**config.mk**
```make
export PLATFORM = sky130hd
export DESIGN_NAME = psd_div_cell
export DESIGN_NICKNAME = d
export VERILOG_FILES = /design/src/rtl/core/psd_pkg.sv /design/src/rtl/core/psd_div_cell.sv
export SDC_FILE = /design/constraint.sdc
export NUM_CORES = 1
export LEC_CHECK = 0
export CAP_MARGIN = 5
export CORE_MARGIN = 5
export CORE_UTILIZATION = 58
export DETAILED_ROUTE_END_ITERATION = 7
export DONT_BUFFER_PORTS = 1
export HOLD_SLACK_MARGIN = 0.05
export PLACE_DENSITY = 0.76
export RECOVER_POWER = 100
export SYNTH_ARGS = -nofsm -noshare
export SYNTH_HDL_FRONTEND = slang
export SYNTH_SLANG_ARGS = --single-unit
```
**constraint.sdc**
```tcl
create_clock -name clk_i -period 0.8 [get_ports clk_i]
set_input_delay 0.04 -clock clk_i [delete_from_list [all_inputs] [get_ports clk_i]]
set_output_delay 0.04 -clock clk_i [all_outputs]
set_load 0.03 [all_outputs]
```
**src/rtl/core/psd_pkg.sv**
```systemverilog
`timescale 1ns / 1ps

package psd_pkg;

  // coordinate width and the widths that follow from it
  localparam int COORD_BITS = 16;
  localparam int DIFF_W     = COORD_BITS + 1;
  localparam int PROD_W     = 2 * DIFF_W;
  localparam int SUM_W      = PROD_W + 1;
  localparam int MAG_W      = 2 * COORD_BITS + 1;
  localparam int SQ_W       = 2 * MAG_W;

  // fixed field widths
  localparam int LEN_W  = 33;
  localparam int DIST_W = 35;

  // dividend as seen by the divider row: top part compared with the divisor
  localparam int NUM_W = (SQ_W > DIST_W + LEN_W) ? SQ_W : DIST_W + LEN_W;
  localparam int TOP_W = NUM_W - DIST_W;

  // endpoint distance saturation
  localparam int EXT_W = (PROD_W > DIST_W) ? PROD_W : DIST_W;

  // stream widths, fields packed from bit 0 and padded to whole bytes
  localparam int S_TDATA_BITS = 6 * COORD_BITS + LEN_W;
  localparam int S_TDATA_W    = ((S_TDATA_BITS + 7) / 8) * 8;
  localparam int M_TDATA_W    = ((DIST_W + 7) / 8) * 8;
  localparam int M_TUSER_W    = 3;

  typedef enum logic [1:0] {
    PART_INTERIOR = 2'd0,
    PART_START    = 2'd1,
    PART_END      = 2'd2
  } psd_part_e;

  // payload handed from cell to cell along the divider row
  typedef struct packed {
    logic [LEN_W-1:0]  rem;   // partial remainder, always below dvs
    logic [LEN_W-1:0]  dvs;   // divisor
    logic [DIST_W-1:0] lq;    // dividend bits still to use, quotient bits shifted in
    psd_part_e         part;
    logic              zd;
  } psd_cell_t;

endpackage

```
**src/rtl/core/psd_div_cell.sv**
```systemverilog
`timescale 1ns / 1ps

module psd_div_cell (
  input  logic                clk_i,
  input  logic                rst_ni,
  input  logic                en_i,
  input  logic                valid_i,
  input  psd_pkg::psd_cell_t  cell_i,
  output logic                valid_o,
  output psd_pkg::psd_cell_t  cell_o
);
  import psd_pkg::*;

  logic [LEN_W:0]   trial;
  logic             ge;
  logic [LEN_W:0]   diff;
  psd_cell_t        cell_d, cell_q;
  logic             valid_q;

  // one restoring step: bring down the next dividend bit, subtract if it fits
  always_comb begin
    trial  = {cell_i.rem, cell_i.lq[DIST_W-1]};
    ge     = (trial >= {1'b0, cell_i.dvs});
    diff   = trial - {1'b0, cell_i.dvs};
    cell_d = cell_i;
    cell_d.rem = ge ? diff[LEN_W-1:0] : trial[LEN_W-1:0];
    cell_d.lq  = {cell_i.lq[DIST_W-2:0], ge};
  end

  always_ff @(posedge clk_i or negedge rst_ni) begin
    if (!rst_ni) begin
      valid_q <= 1'b0;
    end else if (en_i) begin
      valid_q <= valid_i;
    end
  end

  always_ff @(posedge clk_i) begin
    if (en_i) begin
      cell_q <= cell_d;
    end
  end

  assign valid_o = valid_q;
  assign cell_o  = cell_q;

endmodule

```
==> reports/results.txt <==
Dpl hpwl: 11.09 mm
Max-slew violations: 0
WL per Instance: 27.62 um
Most frequent CP cell: buf_4
Clock Skew: 0 ns
Setup TNS: -61.27 ns
Status: complete, but fails checks
Post-DRT Antenna Nets: 0
CP startpoint kind: input port
Initial DRT Pass Iterations: 6
Clk pin slew, worst setup/hold paths: 0.12 ns
Filler cells: 366
Worst slew pin tran: 0.4468 ns
GP Congestion: 0.9239
RSZ-0062 raised after global routing: true
Ys Warns: 0
Final worst-path setup slack: -1.365 ns
Most area-hungry cell type in the Yosys netlist: edfxtp_1
Crit path max fanout: 4
Clock sinks: 105
Crit path cell chain: inv_1 > ha_1 > a21o_4 > o41ai_2 > buf_4 > buf_4 > a21oi_1 > buf_4 > o21ai_0 > nand2_1 > nor2_1 > o31ai_4
Register area share after synthesis: 0.5536
Post-Syn Area: 5687 um^2
Post-synth top area share: 0.5492
DRC: 0
Die ar.: 11,890 um^2
Post-CTS Hold Buffers: 104
Initial Utilization: 0.5872
Final Non-Filler Cells: 845
TritonCTS buffer count: 9
DR vias: 5,398
Drt via density: 6.388
Share of cells above drive strength 1: 0.3521
Top FF cell, synth: edfxtp_1
Row cnt: 36
Pwr dens: 1881 nW/um^2
Hold Violations, Final: 107
H-tree depth: 3
Hold_ws: -0.2730 ns
Most numerous cell in the Yosys netlist: edfxtp_1
Largest stage delay on the critical path: 0.36 ns
Kind of critical path: input port to register
F_max: 461.9 MHz
Post-layout nets: 847
Input/output buffers: 0
CTS tree: built
Cells after Synth: 472
Syn_nets: 614
CP Capture Type: register
Gr ovfl total: 0
Critical Path RT: 0.97 ns
Tot GR Track Use: 0.3375
Max VDD drop: 1104 uV
Area Overhead vs Synth: 50.58%
Most instantiated cells after synthesis: 104 x edfxtp_1, 44 x inv_1, 42 x nand2_1
Top area cells in the synthesized netlist: edfxtp_1 55%, ha_1 7.3%, o21ai_2 3.1%
Finish-stage setup viols: 140
Via count of the first global-routing pass: 5,297
Clk Latency, worst-skew pair: 0.40 ns
Die height: 109.0 um
WP data arrival: 2.34 ns
Post-layout min period: 2.165 ns
Core Box Area: 9684 um^2
Clock Tree Buf Depth: 2
Yosys reg bits: 105
First-pass GRT wire length: 29.50 mm
Root buffer cell: clkbuf_8
Die Wd: 109.0 um
Layout Utilization: 0.8842
Cell variety after synth: 62
Max_slew headroom: 0.6990
Pre-CTS setup slack: -1.680 ns
Post-synth ARST share: 0.009524
Violated checks: hold timing, setup timing
Static Leakage: 3.549 nW
Max capacitance violation total: 0
IO Pins: 213
Slowest CP cell: ha_1
Total Wirelength: 23.34 mm
Initial antenna violation count: 2
Largest net degree at the start of global routing: 106
Placed insts: 697
EDFF count, synth: 104
Initial drt markers: 586
Mapped Avg Cell Area: 12.05 um^2
Fin crit share: 2.706
Hold WC Path Type: input port to register
==> layout by cell type (no fill, tap or decap), types with 7 or more instances in the layout <==
cell	synthesis	routed
edfxtp_1	104	104
a21o_1	12	11
inv_1	44	42
o21ai_2	20	22
buf_6	5	8
o21ai_1	13	13
clkbuf_8	0	9
o21ai_0	14	11
nand2_4	0	12
buf_4	1	115
and3_1	7	7
nand2_2	10	14
xor2_1	13	12
a21oi_1	32	26
xnor2_1	15	15
nor2_1	14	9
ha_1	33	27
nand2_1	42	26
a21oi_2	1	7
dlygate4sd3_1	0	104
==> sequential cells by signal, summed over array words and instances (netlist names) <==
signal   flops
cell_o     104
valid_o      1
==> repair_timing <==
action                                 4_1_cts  5_1_grt
cloned                                       6        2
setup buffers                               14        7
endpoints found under the hold margin      209      107
pin swaps                                   28       28
resized for setup                           44       51
setup endpoints to repair                  139      140
==> metal layers <==
layer,part of all wire,GRT usage
met2,0.49,0.6053
met5,0,0
met3,0.12,0.08763
met1,0.32,0.3842
met4,0.064,0.1280
==> stage by stage <==
step / cell area, um^2 / hold slack [ns] / total power, mW
3_5_place_dp: 6595 / -0.2556 / 11.20
6_report: 8563 / -0.2730 / 16.10
4_1_cts: 8302 / -0.2656 / 15.20
2_1_floorplan: 5743 / -0.2556 / 10.07
5_1_grt: 8563 / -0.2827 / 16.53
3_3_place_gp: 6595 / -0.2556 / 11.12
==> worst max-delay path, delay by kind of cell <==
kind / cells / cell delay, ns
AO/OA/AOI/OAI: 5 / 1.03
buffers and inverters: 4 / 0.53
AND/OR/NAND/NOR: 2 / 0.38
adder cells (fa/ha/maj): 1 / 0.36
==> path summary, 6_finish.rpt <==
| check | startpoint | endpoint | slack, ns | depth (start not counted) |
|---|---|---|---|---|
| setup / recovery | cell_i[42] | cell_o[82] | -1.36 | 12 |
| hold / removal | cell_i[38] | cell_o[38] | -0.27 | 0 |
| setup reg to reg | valid_o | valid_o | -0.12 | 2 |
| hold reg to reg | valid_o | valid_o | 0.65 | 2 |
| max in group asynchronous | rst_ni | valid_o | 0.30 | 2 |
| min in group asynchronous | rst_ni | valid_o | 0.38 | 2 |
==> report_power, final <==
group / total, mW / switching, mW / leakage [nW] / internal (mW)
clock network: 3.36 / 2.16 / 0.0921 / 1.19
logic: 4.52 / 2.26 / 2.43 / 2.26
registers: 8.23 / 1.43 / 1.03 / 6.79
==> layout make-up <==
class,count,area [um^2],area share
flip-flops and latches,105,3149,0.3678
multi-input cells,305,2586,0.3020
repair buffers,239,2272,0.2653
inverters,45,195.2,0.02279
well taps,133,166.4,0.01943
clock buffers,9,123.9,0.01447
clock inverters,7,65.06,0.007598
diodes,2,5.005,0.0005845
==> logic make-up (layout without fill, tap and decap cells) <==
family / count (synthesis) / count (layout) / share of synthesized area
AO/OA/AOI/OAI: 136 / 136 / 0.1762
flip-flops: 105 / 105 / 0.5536
AND/OR/NAND/NOR: 105 / 105 / 0.09109
buffers and inverters: 62 / 300 / 0.05523
adder cells (fa/ha/maj): 34 / 34 / 0.07613
XOR/XNOR: 28 / 28 / 0.04313
multiplexers: 2 / 2 / 0.004620
other: 0 / 2 / 0
(Power assumes the default switching activity.)
